==> src/rtl/core/wvan_pkg.sv <==
// Shared types and constants of the windowed vector average block.
// Used by the channel interfaces, the controller, the datapath and the top level.
package wvan_pkg;

   // Field widths of the sample and result channels.
   localparam int DATA_W     = 16;
   localparam int CFG_W      = 5;
   localparam int CFG_MAX    = (1 << CFG_W) - 1;
   localparam int UNIT_FRAC  = 14;

   // Square root: radicand is the sum of two 16-bit squares.
   localparam int RAD_W      = 2 * DATA_W;
   localparam int MAG_W      = RAD_W / 2;
   localparam int ROOT_STEPS = RAD_W / 2;

   // Window settings.
   localparam int WINDOW_MAX_DEF = 16;
   localparam int WINDOW_DEFAULT = 15;

   typedef struct packed {
      logic take;       // input transfer, latch the item
      logic clr_item;   // clear history for a clear item
      logic upd;        // push the latched sample into the window
      logic avg_go;     // start the mean division
      logic avg_take;   // latch the mean
      logic sq_x;       // square the x mean
      logic sq_y;       // square the y mean
      logic root_go;    // start the square root
      logic unit_go;    // start the unit vector division
      logic unit_take;  // latch the unit vector
      logic unit_zero;  // unit vector is zero
      logic out_load;   // load the output register
   } wvan_cmd_type;

   typedef struct packed {
      logic is_clear;
      logic div_busy;
      logic root_busy;
      logic mag_zero;
      logic out_free;
   } wvan_sts_type;

endpackage

==> src/rtl/core/wvan_req_if.sv <==
// Sample channel interface: valid/ready handshake with the sample payload.
// Depends on wvan_pkg for the field widths.
interface wvan_req_if import wvan_pkg::*; ();
   logic                     valid;
   logic                     ready;
   logic                     func;
   logic signed [DATA_W-1:0] sample_x;
   logic signed [DATA_W-1:0] sample_y;

   modport source (output valid, output func, output sample_x, output sample_y, input ready);
   modport sink   (input valid, input func, input sample_x, input sample_y, output ready);
endinterface

==> src/rtl/core/wvan_rsp_if.sv <==
// Result channel interface: valid/ready handshake with the mean and unit vectors.
// Depends on wvan_pkg for the field widths.
interface wvan_rsp_if import wvan_pkg::*; ();
   logic                     valid;
   logic                     ready;
   logic signed [DATA_W-1:0] avg_x;
   logic signed [DATA_W-1:0] avg_y;
   logic signed [DATA_W-1:0] unit_x;
   logic signed [DATA_W-1:0] unit_y;
   logic                     enough_history;

   modport source (output valid, output avg_x, output avg_y, output unit_x, output unit_y,
                   output enough_history, input ready);
   modport sink   (input valid, input avg_x, input avg_y, input unit_x, input unit_y,
                   input enough_history, output ready);
endinterface

==> src/rtl/core/wvan_divu.sv <==
// Restoring unsigned divider, one quotient bit per cycle.
// Standalone; instantiated once per vector component by the datapath.
module wvan_divu #(
   parameter int DVD_W = 30,
   parameter int DSR_W = 16
) (
   input  logic             clock,
   input  logic             reset,
   input  logic             start,
   input  logic [DVD_W-1:0] dividend,
   input  logic [DSR_W-1:0] divisor,
   output logic             busy,
   output logic [DVD_W-1:0] quotient
);
   localparam int CNT_W = (DVD_W > 1) ? $clog2(DVD_W) : 1;

   logic             busy_ff;
   logic [CNT_W-1:0] cnt_ff;
   logic [DVD_W-1:0] quo_ff;
   logic [DSR_W-1:0] rem_ff;
   logic [DSR_W-1:0] dsr_ff;

   logic [DSR_W:0]   rem_sh;
   logic             fits;
   logic [DSR_W-1:0] rem_in;

   // The remainder stays below the divisor, so the shifted value is below twice it.
   always_comb begin
      rem_sh = {rem_ff, quo_ff[DVD_W-1]};
      fits   = rem_sh >= {1'b0, dsr_ff};
      if (fits) begin
         rem_in = DSR_W'(rem_sh - {1'b0, dsr_ff});
      end else begin
         rem_in = rem_sh[DSR_W-1:0];
      end
   end

   always_ff @(posedge clock) begin
      if (reset) begin
         busy_ff <= 1'b0;
         cnt_ff  <= '0;
      end else if (start) begin
         busy_ff <= 1'b1;
         cnt_ff  <= '0;
      end else if (busy_ff) begin
         cnt_ff <= cnt_ff + 1'b1;
         if (cnt_ff == CNT_W'(DVD_W - 1)) begin
            busy_ff <= 1'b0;
         end
      end
   end

   always_ff @(posedge clock) begin
      if (start) begin
         quo_ff <= dividend;
         rem_ff <= '0;
         dsr_ff <= divisor;
      end else if (busy_ff) begin
         quo_ff <= {quo_ff[DVD_W-2:0], fits};
         rem_ff <= rem_in;
      end
   end

   assign busy     = busy_ff;
   assign quotient = quo_ff;
endmodule

==> src/rtl/core/wvan_ctrl.sv <==
// Controller state machine: sequences window update, mean division,
// squaring, square root and unit vector division. Depends on wvan_pkg.
module wvan_ctrl import wvan_pkg::*; (
   input  logic         clock,
   input  logic         reset,
   input  logic         req_valid,
   output logic         req_ready,
   input  wvan_sts_type sts,
   output wvan_cmd_type cmd
);
   localparam logic [3:0] ST_IDLE      = 4'd0;
   localparam logic [3:0] ST_CHECK     = 4'd1;
   localparam logic [3:0] ST_AVG_GO    = 4'd2;
   localparam logic [3:0] ST_AVG_WAIT  = 4'd3;
   localparam logic [3:0] ST_SQ_X      = 4'd4;
   localparam logic [3:0] ST_SQ_Y      = 4'd5;
   localparam logic [3:0] ST_ROOT_GO   = 4'd6;
   localparam logic [3:0] ST_ROOT_WAIT = 4'd7;
   localparam logic [3:0] ST_UNIT_GO   = 4'd8;
   localparam logic [3:0] ST_UNIT_WAIT = 4'd9;
   localparam logic [3:0] ST_DONE      = 4'd10;

   logic [3:0] state_ff;
   logic [3:0] state_in;

   always_comb begin
      state_in  = state_ff;
      cmd       = '0;
      req_ready = 1'b0;
      unique case (state_ff)
         ST_IDLE: begin
            req_ready = 1'b1;
            if (req_valid) begin
               cmd.take = 1'b1;
               state_in = ST_CHECK;
            end
         end
         ST_CHECK: begin
            if (sts.is_clear) begin
               cmd.clr_item = 1'b1;
               state_in     = ST_DONE;
            end else begin
               cmd.upd  = 1'b1;
               state_in = ST_AVG_GO;
            end
         end
         ST_AVG_GO: begin
            cmd.avg_go = 1'b1;
            state_in   = ST_AVG_WAIT;
         end
         ST_AVG_WAIT: begin
            if (!sts.div_busy) begin
               cmd.avg_take = 1'b1;
               state_in     = ST_SQ_X;
            end
         end
         ST_SQ_X: begin
            cmd.sq_x = 1'b1;
            state_in = ST_SQ_Y;
         end
         ST_SQ_Y: begin
            cmd.sq_y = 1'b1;
            state_in = ST_ROOT_GO;
         end
         ST_ROOT_GO: begin
            cmd.root_go = 1'b1;
            state_in    = ST_ROOT_WAIT;
         end
         ST_ROOT_WAIT: begin
            if (!sts.root_busy) begin
               if (sts.mag_zero) begin
                  cmd.unit_zero = 1'b1;
                  state_in      = ST_DONE;
               end else begin
                  state_in = ST_UNIT_GO;
               end
            end
         end
         ST_UNIT_GO: begin
            cmd.unit_go = 1'b1;
            state_in    = ST_UNIT_WAIT;
         end
         ST_UNIT_WAIT: begin
            if (!sts.div_busy) begin
               cmd.unit_take = 1'b1;
               state_in      = ST_DONE;
            end
         end
         ST_DONE: begin
            // Wait until the output register can take the new result.
            if (sts.out_free) begin
               cmd.out_load = 1'b1;
               state_in     = ST_IDLE;
            end
         end
         default: begin
            state_in = ST_IDLE;
         end
      endcase
   end

   always_ff @(posedge clock) begin
      if (reset) begin
         state_ff <= ST_IDLE;
      end else begin
         state_ff <= state_in;
      end
   end
endmodule

==> src/rtl/core/wvan_dp.sv <==
// Datapath: sample history memory, running sums, frame count, two divider
// lanes, squaring, square root and the output register. Depends on wvan_pkg, wvan_divu.
module wvan_dp import wvan_pkg::*; #(
   parameter int WINDOW_MAX = WINDOW_MAX_DEF
) (
   input  logic                     clock,
   input  logic                     reset,
   input  logic                     csr_we,
   input  logic [CFG_W-1:0]         csr_wdata,
   input  logic                     req_func,
   input  logic signed [DATA_W-1:0] req_sample_x,
   input  logic signed [DATA_W-1:0] req_sample_y,
   input  wvan_cmd_type             cmd,
   output wvan_sts_type             sts,
   input  logic                     rsp_ready,
   output logic                     rsp_valid,
   output logic signed [DATA_W-1:0] rsp_avg_x,
   output logic signed [DATA_W-1:0] rsp_avg_y,
   output logic signed [DATA_W-1:0] rsp_unit_x,
   output logic signed [DATA_W-1:0] rsp_unit_y,
   output logic                     rsp_enough_history
);
   localparam int WIN_LIM    = (WINDOW_MAX < CFG_MAX) ? WINDOW_MAX : CFG_MAX;
   localparam int SUM_W      = DATA_W + $clog2(WIN_LIM);
   localparam int SLOT_W     = $clog2(WINDOW_MAX);
   localparam int FR_W       = $clog2(WINDOW_MAX + 2);
   localparam int FR_SAT     = WINDOW_MAX + 1;
   localparam int UDV_W      = DATA_W + UNIT_FRAC;
   localparam int DVD_W      = (SUM_W > UDV_W) ? SUM_W : UDV_W;
   localparam int RCNT_W     = $clog2(ROOT_STEPS);
   localparam int REM_W      = MAG_W + 2;

   // Window register and history state.
   logic [CFG_W-1:0]         win_ff;
   logic [FR_W-1:0]          frames_ff;
   logic [SLOT_W-1:0]        slot_ff;
   logic signed [SUM_W-1:0]  sum_x_ff;
   logic signed [SUM_W-1:0]  sum_y_ff;
   logic [2*DATA_W-1:0]      hist_mem [WINDOW_MAX];
   logic [2*DATA_W-1:0]      rd_ff;

   // Latched item.
   logic                     func_ff;
   logic signed [DATA_W-1:0] smp_x_ff;
   logic signed [DATA_W-1:0] smp_y_ff;

   // Working results.
   logic signed [DATA_W-1:0] avg_x_ff;
   logic signed [DATA_W-1:0] avg_y_ff;
   logic signed [DATA_W-1:0] unit_x_ff;
   logic signed [DATA_W-1:0] unit_y_ff;
   logic [RAD_W-1:0]         sqa_ff;
   logic [RAD_W-1:0]         sqb_ff;

   // Square root unit.
   logic                     root_busy_ff;
   logic [RCNT_W-1:0]        rcnt_ff;
   logic [RAD_W-1:0]         rad_ff;
   logic [REM_W-1:0]         rrem_ff;
   logic [MAG_W-1:0]         root_ff;

   // Output register.
   logic                     rsp_valid_ff;
   logic signed [DATA_W-1:0] rsp_avg_x_ff;
   logic signed [DATA_W-1:0] rsp_avg_y_ff;
   logic signed [DATA_W-1:0] rsp_unit_x_ff;
   logic signed [DATA_W-1:0] rsp_unit_y_ff;
   logic                     rsp_enough_ff;

   logic [CFG_W-1:0]         win_raw;
   logic [CFG_W-1:0]         win_eff;
   logic                     old_used;
   logic signed [DATA_W-1:0] old_x;
   logic signed [DATA_W-1:0] old_y;
   logic [SLOT_W-1:0]        slot_in;
   logic [CFG_W-1:0]         avg_div;
   logic                     enough;
   logic [SUM_W-1:0]         abs_sum_x;
   logic [SUM_W-1:0]         abs_sum_y;
   logic [DATA_W-1:0]        abs_ax;
   logic [DATA_W-1:0]        abs_ay;
   logic [DATA_W-1:0]        abs_sel;
   logic [RAD_W-1:0]         sq_prod;
   logic                     div_start;
   logic [DVD_W-1:0]         dvd_x;
   logic [DVD_W-1:0]         dvd_y;
   logic [MAG_W-1:0]         dsr;
   logic                     busy_x;
   logic                     busy_y;
   logic [DVD_W-1:0]         quo_x;
   logic [DVD_W-1:0]         quo_y;
   logic [REM_W+1:0]         rrem_sh;
   logic [REM_W+1:0]         rtrial;
   logic                     rfits;
   logic                     hist_clr;

   always_comb begin
      win_raw = (win_ff == '0) ? CFG_W'(WINDOW_DEFAULT) : win_ff;
      win_eff = (int'(win_raw) > WINDOW_MAX) ? CFG_W'(WINDOW_MAX) : win_raw;
   end

   // A slot holds a live sample only once the window has been filled since the last clear.
   always_comb begin
      old_used = int'(frames_ff) >= int'(win_eff);
      old_x    = old_used ? signed'(rd_ff[DATA_W-1:0]) : '0;
      old_y    = old_used ? signed'(rd_ff[2*DATA_W-1:DATA_W]) : '0;
      if (int'(slot_ff) + 1 >= int'(win_eff)) begin
         slot_in = '0;
      end else begin
         slot_in = slot_ff + 1'b1;
      end
      if (int'(frames_ff) < int'(win_eff)) begin
         avg_div = CFG_W'(frames_ff);
      end else begin
         avg_div = win_eff;
      end
      enough = int'(frames_ff) > int'(win_eff);
   end

   assign hist_clr = csr_we || cmd.clr_item;

   always_ff @(posedge clock) begin
      if (reset) begin
         win_ff    <= CFG_W'(WINDOW_DEFAULT);
         frames_ff <= '0;
         slot_ff   <= '0;
         sum_x_ff  <= '0;
         sum_y_ff  <= '0;
      end else begin
         if (csr_we) begin
            win_ff <= csr_wdata;
         end
         if (hist_clr) begin
            frames_ff <= '0;
            slot_ff   <= '0;
            sum_x_ff  <= '0;
            sum_y_ff  <= '0;
         end else if (cmd.upd) begin
            sum_x_ff <= sum_x_ff - SUM_W'(old_x) + SUM_W'(smp_x_ff);
            sum_y_ff <= sum_y_ff - SUM_W'(old_y) + SUM_W'(smp_y_ff);
            slot_ff  <= slot_in;
            if (int'(frames_ff) < FR_SAT) begin
               frames_ff <= frames_ff + 1'b1;
            end
         end
      end
   end

   // History memory: x in the low half, y in the high half.
   always_ff @(posedge clock) begin
      if (cmd.upd) begin
         hist_mem[slot_ff] <= {smp_y_ff, smp_x_ff};
      end
      rd_ff <= hist_mem[slot_ff];
   end

   always_ff @(posedge clock) begin
      if (cmd.take) begin
         func_ff  <= req_func;
         smp_x_ff <= req_sample_x;
         smp_y_ff <= req_sample_y;
      end
   end

   // Divider lanes, shared between the mean and the unit vector.
   always_comb begin
      abs_sum_x = sum_x_ff[SUM_W-1] ? SUM_W'(-sum_x_ff) : SUM_W'(sum_x_ff);
      abs_sum_y = sum_y_ff[SUM_W-1] ? SUM_W'(-sum_y_ff) : SUM_W'(sum_y_ff);
      abs_ax    = avg_x_ff[DATA_W-1] ? DATA_W'(-avg_x_ff) : DATA_W'(avg_x_ff);
      abs_ay    = avg_y_ff[DATA_W-1] ? DATA_W'(-avg_y_ff) : DATA_W'(avg_y_ff);
      div_start = cmd.avg_go || cmd.unit_go;
      if (cmd.unit_go) begin
         dvd_x = DVD_W'({abs_ax, {UNIT_FRAC{1'b0}}});
         dvd_y = DVD_W'({abs_ay, {UNIT_FRAC{1'b0}}});
         dsr   = root_ff;
      end else begin
         dvd_x = DVD_W'(abs_sum_x);
         dvd_y = DVD_W'(abs_sum_y);
         dsr   = MAG_W'(avg_div);
      end
   end

   wvan_divu #(.DVD_W(DVD_W), .DSR_W(MAG_W)) u_div_x (
      .clock    (clock),
      .reset    (reset),
      .start    (div_start),
      .dividend (dvd_x),
      .divisor  (dsr),
      .busy     (busy_x),
      .quotient (quo_x)
   );

   wvan_divu #(.DVD_W(DVD_W), .DSR_W(MAG_W)) u_div_y (
      .clock    (clock),
      .reset    (reset),
      .start    (div_start),
      .dividend (dvd_y),
      .divisor  (dsr),
      .busy     (busy_y),
      .quotient (quo_y)
   );

   // Quotients are truncated magnitudes; the sign is put back afterwards.
   always_ff @(posedge clock) begin
      if (cmd.clr_item) begin
         avg_x_ff  <= '0;
         avg_y_ff  <= '0;
         unit_x_ff <= '0;
         unit_y_ff <= '0;
      end else begin
         if (cmd.avg_take) begin
            avg_x_ff <= sum_x_ff[SUM_W-1] ? -signed'(quo_x[DATA_W-1:0])
                                          : signed'(quo_x[DATA_W-1:0]);
            avg_y_ff <= sum_y_ff[SUM_W-1] ? -signed'(quo_y[DATA_W-1:0])
                                          : signed'(quo_y[DATA_W-1:0]);
         end
         if (cmd.unit_zero) begin
            unit_x_ff <= '0;
            unit_y_ff <= '0;
         end else if (cmd.unit_take) begin
            unit_x_ff <= avg_x_ff[DATA_W-1] ? -signed'(quo_x[DATA_W-1:0])
                                            : signed'(quo_x[DATA_W-1:0]);
            unit_y_ff <= avg_y_ff[DATA_W-1] ? -signed'(quo_y[DATA_W-1:0])
                                            : signed'(quo_y[DATA_W-1:0]);
         end
      end
   end

   // One multiplier squares x and then y.
   always_comb begin
      abs_sel = cmd.sq_y ? abs_ay : abs_ax;
      sq_prod = RAD_W'(abs_sel) * RAD_W'(abs_sel);
   end

   always_ff @(posedge clock) begin
      if (cmd.sq_x) begin
         sqa_ff <= sq_prod;
      end
      if (cmd.sq_y) begin
         sqb_ff <= sq_prod;
      end
   end

   // Digit-by-digit floor square root, two radicand bits per cycle.
   always_comb begin
      rrem_sh = {rrem_ff, rad_ff[RAD_W-1:RAD_W-2]};
      rtrial  = (REM_W + 2)'({root_ff, 2'b01});
      rfits   = rrem_sh >= rtrial;
   end

   always_ff @(posedge clock) begin
      if (reset) begin
         root_busy_ff <= 1'b0;
         rcnt_ff      <= '0;
      end else if (cmd.root_go) begin
         root_busy_ff <= 1'b1;
         rcnt_ff      <= '0;
      end else if (root_busy_ff) begin
         rcnt_ff <= rcnt_ff + 1'b1;
         if (rcnt_ff == RCNT_W'(ROOT_STEPS - 1)) begin
            root_busy_ff <= 1'b0;
         end
      end
   end

   always_ff @(posedge clock) begin
      if (cmd.root_go) begin
         rad_ff  <= sqa_ff + sqb_ff;
         rrem_ff <= '0;
         root_ff <= '0;
      end else if (root_busy_ff) begin
         rad_ff <= {rad_ff[RAD_W-3:0], 2'b00};
         if (rfits) begin
            rrem_ff <= REM_W'(rrem_sh - rtrial);
            root_ff <= {root_ff[MAG_W-2:0], 1'b1};
         end else begin
            rrem_ff <= REM_W'(rrem_sh);
            root_ff <= {root_ff[MAG_W-2:0], 1'b0};
         end
      end
   end

   // Output register lets the next item in while a result waits.
   always_ff @(posedge clock) begin
      if (reset) begin
         rsp_valid_ff <= 1'b0;
      end else if (cmd.out_load) begin
         rsp_valid_ff <= 1'b1;
      end else if (rsp_ready) begin
         rsp_valid_ff <= 1'b0;
      end
   end

   always_ff @(posedge clock) begin
      if (cmd.out_load) begin
         rsp_avg_x_ff  <= avg_x_ff;
         rsp_avg_y_ff  <= avg_y_ff;
         rsp_unit_x_ff <= unit_x_ff;
         rsp_unit_y_ff <= unit_y_ff;
         rsp_enough_ff <= enough;
      end
   end

   always_comb begin
      sts.is_clear  = func_ff;
      sts.div_busy  = busy_x || busy_y;
      sts.root_busy = root_busy_ff;
      sts.mag_zero  = root_ff == '0;
      sts.out_free  = !rsp_valid_ff || rsp_ready;
   end

   assign rsp_valid          = rsp_valid_ff;
   assign rsp_avg_x          = rsp_avg_x_ff;
   assign rsp_avg_y          = rsp_avg_y_ff;
   assign rsp_unit_x         = rsp_unit_x_ff;
   assign rsp_unit_y         = rsp_unit_y_ff;
   assign rsp_enough_history = rsp_enough_ff;
endmodule

==> src/rtl/core/windowed_vector_average_normalize.sv <==
// Windowed vector average with normalization. Each transfer on the sample channel
// gives one result: the mean of the last window_length Q7.8 samples (truncated toward
// zero), its unit vector in Q1.14 and a flag once more frames than the window were seen.
// A push runs the bit-serial divider for the mean, then the bit-serial square root, then
// the divider again for the unit vector, which is skipped when the mean is zero; a clear
// item skips all three. No new transfer is taken until the result is loaded for output.
// Writing csr_wdata clears the history; it must happen only while the block is idle.
// Depends on wvan_pkg, wvan_req_if, wvan_rsp_if, wvan_ctrl and wvan_dp.
module windowed_vector_average_normalize import wvan_pkg::*; #(
   parameter int WINDOW_MAX = WINDOW_MAX_DEF
) (
   input  logic             clock,
   input  logic             reset,
   wvan_req_if.sink         req_ch,
   wvan_rsp_if.source       rsp_ch,
   input  logic             csr_we,
   input  logic [CFG_W-1:0] csr_wdata
);
   wvan_cmd_type cmd;
   wvan_sts_type sts;
   logic         req_ready;

   assign req_ch.ready = req_ready;

   wvan_ctrl u_ctrl (
      .clock     (clock),
      .reset     (reset),
      .req_valid (req_ch.valid),
      .req_ready (req_ready),
      .sts       (sts),
      .cmd       (cmd)
   );

   wvan_dp #(.WINDOW_MAX(WINDOW_MAX)) u_dp (
      .clock              (clock),
      .reset              (reset),
      .csr_we             (csr_we),
      .csr_wdata          (csr_wdata),
      .req_func           (req_ch.func),
      .req_sample_x       (req_ch.sample_x),
      .req_sample_y       (req_ch.sample_y),
      .cmd                (cmd),
      .sts                (sts),
      .rsp_ready          (rsp_ch.ready),
      .rsp_valid          (rsp_ch.valid),
      .rsp_avg_x          (rsp_ch.avg_x),
      .rsp_avg_y          (rsp_ch.avg_y),
      .rsp_unit_x         (rsp_ch.unit_x),
      .rsp_unit_y         (rsp_ch.unit_y),
      .rsp_enough_history (rsp_ch.enough_history)
   );
endmodule
==> src/flat_wrapper.sv <==
// flat-port wrapper written by rule: the top's interface ports become plain ports
module windowed_vector_average_normalize_flat import wvan_pkg::*;
#(
   parameter int WINDOW_MAX = WINDOW_MAX_DEF
)
  (clock, reset, csr_we, csr_wdata, req_ch_valid, req_ch_func, req_ch_sample_x, req_ch_sample_y, req_ch_ready, rsp_ch_valid, rsp_ch_avg_x, rsp_ch_avg_y, rsp_ch_unit_x, rsp_ch_unit_y, rsp_ch_enough_history, rsp_ch_ready);
  wvan_req_if req_ch_i ();
  wvan_rsp_if rsp_ch_i ();
  input  logic clock;
  input  logic reset;
  input  logic csr_we;
  input  logic [CFG_W-1:0] csr_wdata;
  input wire logic [$bits(req_ch_i.valid)-1:0] req_ch_valid;
  input wire logic [$bits(req_ch_i.func)-1:0] req_ch_func;
  input wire logic [$bits(req_ch_i.sample_x)-1:0] req_ch_sample_x;
  input wire logic [$bits(req_ch_i.sample_y)-1:0] req_ch_sample_y;
  output wire logic [$bits(req_ch_i.ready)-1:0] req_ch_ready;
  output wire logic [$bits(rsp_ch_i.valid)-1:0] rsp_ch_valid;
  output wire logic [$bits(rsp_ch_i.avg_x)-1:0] rsp_ch_avg_x;
  output wire logic [$bits(rsp_ch_i.avg_y)-1:0] rsp_ch_avg_y;
  output wire logic [$bits(rsp_ch_i.unit_x)-1:0] rsp_ch_unit_x;
  output wire logic [$bits(rsp_ch_i.unit_y)-1:0] rsp_ch_unit_y;
  output wire logic [$bits(rsp_ch_i.enough_history)-1:0] rsp_ch_enough_history;
  input wire logic [$bits(rsp_ch_i.ready)-1:0] rsp_ch_ready;
  assign req_ch_i.valid = req_ch_valid;
  assign req_ch_i.func = req_ch_func;
  assign req_ch_i.sample_x = req_ch_sample_x;
  assign req_ch_i.sample_y = req_ch_sample_y;
  assign req_ch_ready = req_ch_i.ready;
  assign rsp_ch_valid = rsp_ch_i.valid;
  assign rsp_ch_avg_x = rsp_ch_i.avg_x;
  assign rsp_ch_avg_y = rsp_ch_i.avg_y;
  assign rsp_ch_unit_x = rsp_ch_i.unit_x;
  assign rsp_ch_unit_y = rsp_ch_i.unit_y;
  assign rsp_ch_enough_history = rsp_ch_i.enough_history;
  assign rsp_ch_i.ready = rsp_ch_ready;
  windowed_vector_average_normalize #(.WINDOW_MAX(WINDOW_MAX)) u_core (.clock(clock), .reset(reset), .req_ch(req_ch_i), .rsp_ch(rsp_ch_i), .csr_we(csr_we), .csr_wdata(csr_wdata));
endmodule
==> config.mk <==
export PLATFORM = sky130hd
export DESIGN_NAME = windowed_vector_average_normalize_flat
export DESIGN_NICKNAME = d
export VERILOG_FILES = /design/src/rtl/core/wvan_pkg.sv /design/src/rtl/core/wvan_req_if.sv /design/src/rtl/core/wvan_rsp_if.sv /design/src/rtl/core/wvan_divu.sv /design/src/rtl/core/wvan_ctrl.sv /design/src/rtl/core/wvan_dp.sv /design/src/rtl/core/windowed_vector_average_normalize.sv /design/src/flat_wrapper.sv
export SDC_FILE = /design/constraint.sdc
export NUM_CORES = 2
export LEC_CHECK = 0
export ABC_AREA = 1
export BUFFER_PORTS_ARGS = -buffer_cell sky130_fd_sc_hd__buf_2
export CAP_MARGIN = 20
export CORE_UTILIZATION = 60
export CTS_BUF_LIST = sky130_fd_sc_hd__clkbuf_16
export DETAILED_ROUTE_END_ITERATION = 7
export GPL_TIMING_DRIVEN = 0
export MAX_ROUTING_LAYER = met4
export PLACE_DENSITY = 0.77
export RECOVER_POWER = 100
export SYNTH_ARGS = -nofsm -noshare
export SYNTH_HDL_FRONTEND = slang
export SYNTH_SLANG_ARGS = --single-unit
==> constraint.sdc <==
create_clock -name clock -period 9.2 [get_ports clock]
set_input_delay 0 -clock clock [delete_from_list [all_inputs] [get_ports clock]]
set_output_delay 0 -clock clock [all_outputs]
set_load 0.03 [all_outputs]
==> out/qor.txt <==
syn_area_per_cell: 8.950 sq um
flip-flop cell with the highest count after synthesis: edfxtp_1
H-Tree Depth: 3
switching portion of total power: 45.32%
Netlist cell types: 62
setup repair after global routing missed its margin: false
crit path max fanout: 10
CTS max path bufs: 3
TritonCTS buffer count: 104
DRT antenna net count: 0
number of optimization iterations in the first detailed-route pass: 6
destination of the worst register-to-register timing path: u_core.u_dp.sqa_ff[29]
number of warnings issued by yosys: 0
final-report setup violation count: 0
cell with the largest stage delay on the worst path: o21ai_0
first-pass GRT wire length: 254.8 mm
Placed Instances: 7,849
R2R setup slack: 1.18 ns
wire length per cell: 20.64 microns
number of enable-type register cells in the synthesized netlist: 780
startpoint type of the worst setup path: flop
leakage: 27.63 nW
Relative slew margins: -58.39%
endpoint arrival time on the critical path: 8.47 ns
width of the chip: 311.9 microns
number of pins with negative max-slew slack in the final report: 450
Core ar.: 95,010 sq um
part of the power in the clock network: 19.2%
Reg2Reg Depth: 28
hold path startpoint: req_ch_sample_x[4]
Sinks on Clock Net: 1,018
required time at the endpoint of the critical path: 9.64 ns
CTS tree: built
cell mode on critical path: inv_1
type of the setup path with the least slack: reg -> reg
kind of capture point of the worst setup path: flop
total power consumption of the routed design: 23.49 mW
class of the tightest hold or removal check: in -> reg
clock network latency to the later pin of the worst-skew pair: 0.71 ns
transition time of the tightest slew-check pin: 2.376 ns
post-layout minimum cycle time: 8.021 ns
maximum number of pins on one net before global-route repair: 42
buffer type at the clock tree root: clkbuf_16
most frequent cells in the layout: 1,394 x nand2_1, 952 x inv_1, 780 x edfxtp_1, 696 x nor2_1, 453 x o21ai_0
P_int: 12.84 mW
initial core utilization: 60.63%
final-stage net count: 7,259
proportion of layout cells with a drive suffix above 1: 4.502%
Period Utilization, post-route: 87.18%
Clk pin slew, worst setup/hold paths: 0.07 ns
cell count after synthesis: 6,437
outcome: finished, violations left
final standard cell count with taps included and fillers excluded: 8,130
number of buffers inserted by port buffering: 107
number of max-cap violations: 21
hold depth: 2
post-DR vias/cell: 5.790
Max Clk Rate: 124.7 MHz
P_sw: 10.64 mW
via count of the first global-routing pass: 45,090
number of design rule violations left after detail routing: 0
register bit total from synthesis: 1,018
I/O pin count: 110
post-detailed-placement cell area: 60,450 sq um
Post-Synthesis Cell Area: 57,610 sq um
sequential fraction of the synthesis area: 48.93%
Clock Skews: 0.04503 ns
violated checks: capacitance limit, slew limit
total global routing track utilization: 35.14%
CTS resizes: 0
Fin Hold WS: 0.01145 ns
vias post-DR: 47,070
aggregate global routing overflow: 0
setup tns final: 0 ns
detailed-placement wirelength estimate: 123.2 mm
part of the total power dissipated in sequential elements: 29.0%
Critical R2R Launch: u_core.u_ctrl.state_ff[2]
share of flip-flops with an asynchronous set or reset: 0%
portion of total power attributed to combinational logic: 51.8%
post-layout worst setup margin: 1.179 ns
Routed WL: 167.8 mm
power density cells: 366.3 nW/um^2
Endpoint, Worst Hold: u_core.u_dp.smp_x_ff[4]
fin area: 64,120 sq um
height of the chip: 311.9 microns
initial antenna violation count: 1
DRC marker count from the first detailed-route iteration: 5,361
floorplan die area: 97,260 sq um
Final Hold Fails: 0
final core occ: 67.48%
synthesis-to-layout area growth: 11.30%
highest ir drop seen on vdd: 0.4419 mV
crit-path max cell delay: 1.43 ns
most frequent standard cell in the layout excluding fill and tap cells: nand2_1
number of fill cells: 7,653
worst slack, placed: 1.751 ns
Rows: 113
Final Wtd Congestion: 1.015
## state kept, by name (all words and copies together) (netlist names), 18 cells and up
signal and count:
u_core.u_dp.u_div_y.quotient 30, u_core.u_dp.sqb_ff 31, u_core.u_dp.rrem_ff 18, u_core.u_dp.sqa_ff 31
u_core.u_dp.hist_mem 512, u_core.u_dp.sum_x_ff 20, u_core.u_dp.rd_ff 32, u_core.u_dp.rad_ff 32
u_core.u_dp.u_div_x.quotient 30, u_core.u_dp.sum_y_ff 20
## Yosys cell counts (all sizes together) (2+ instances only)
cell type | count | area share [%]
fa | 203 | 7.1
a21o | 12 | 0.16
inv | 954 | 6.2
and2 | 6 | 0.065
o211ai | 25 | 0.33
nor3 | 57 | 0.53
ha | 242 | 5.3
dfxtp | 238 | 8.3
o22ai | 160 | 1.7
a22o | 7 | 0.11
or2 | 8 | 0.087
clkinv | 2 | 0.013
xnor2 | 41 | 0.62
conb | 2 | 0.013
o21ai | 464 | 4.1
a31oi | 6 | 0.065
a2bb2oi | 2 | 0.030
nand3b | 23 | 0.30
o221a | 3 | 0.059
a211oi | 3 | 0.039
buf | 75 | 0.72
a221oi | 6 | 0.091
nand4 | 103 | 1.1
nand3 | 349 | 3.1
nor3b | 2 | 0.026
nand2 | 1408 | 9.3
xor2 | 72 | 1.1
edfxtp | 780 | 41
nor2 | 704 | 4.8
o21a | 6 | 0.078
a21boi | 2 | 0.026
a21oi | 302 | 2.6
o21bai | 25 | 0.33
a22oi | 5 | 0.065
clkbuf | 132 | 0.86
## routing by layer
metal / track usage, % / part of all wire [%] / vias to the layer above / wire [microns]
li1: - / - / 22010 / -
met1: 46.17 / 41 / 22150 / 69400
met2: 54.76 / 46 / 2444 / 77270
met3: 4.878 / 8.4 / 471 / 14160
met4: 15.29 / 4.2 / 0 / 7020
met5: - / 0 / - / 0
## cell type report
type	instances	area [sq um]	share of cell area, %
Antenna cell	2	5.005	0.007806
Sequential cell	1018	28190	43.96
Tap cell	1265	1583	2.469
Clock inverter	93	1045	1.629
Buffer	207	860.8	1.343
Timing Repair Buffer	219	1376	2.147
Multi-Input combinational cell	4265	24840	38.74
Inverter	956	3592	5.603
Clock buffer	105	2628	4.098
## power groups by stage
stage | Combinational, mW | Sequential (mW) | Clock (mW)
6_report | 12.2 | 6.81 | 4.51
5_1_grt | 13.6 | 6.85 | 4.69
4_1_cts | 12.0 | 6.76 | 4.52
3_5_place_dp | 11.9 | 6.85 | 0
3_3_place_gp | 11.6 | 6.85 | 0
2_1_floorplan | 8.46 | 6.60 | 0
## worst max-delay path: cells and delay by family (launching register included)
family | cells | cell delay, ns
AO/OA/AOI/OAI | 4 | 2.18
adder cells (fa/ha/maj) | 7 | 2.97
buffers and inverters | 10 | 1.22
flip-flops | 1 | 0.34
AND/OR/NAND/NOR | 7 | 1.00
## cells by family after synthesis
group | share of synthesized area [%]
compound gates | 9.932
simple gates | 19.25
flops | 48.93
xor+xnor | 1.718
buf+inv | 7.827
mux | 0.02389
other cells | 0.01304
fa+ha+maj | 12.31
## timing repair
action	in CTS	in global routing
endpoints found under the hold margin	62	0
setup buffers	0	0
hold buffers	81	0
## how the worst max path moves through the flow
stage                                          from                     end  slack, ns
after floorplan             u_core.u_dp.avg_y_ff[0]  u_core.u_dp.sqa_ff[25]       2.99
after global placement     u_core.u_dp.avg_y_ff[15]  u_core.u_dp.sqa_ff[29]       1.76
after detailed placement   u_core.u_dp.avg_y_ff[15]  u_core.u_dp.sqb_ff[29]       1.75
after CTS                  u_core.u_dp.avg_y_ff[15]  u_core.u_dp.sqa_ff[29]       1.71
after global routing      u_core.u_ctrl.state_ff[2]  u_core.u_dp.sqa_ff[29]       0.75
final                     u_core.u_ctrl.state_ff[2]  u_core.u_dp.sqa_ff[29]       1.18
No activity file was read; power rests on OpenSTA's default activity.
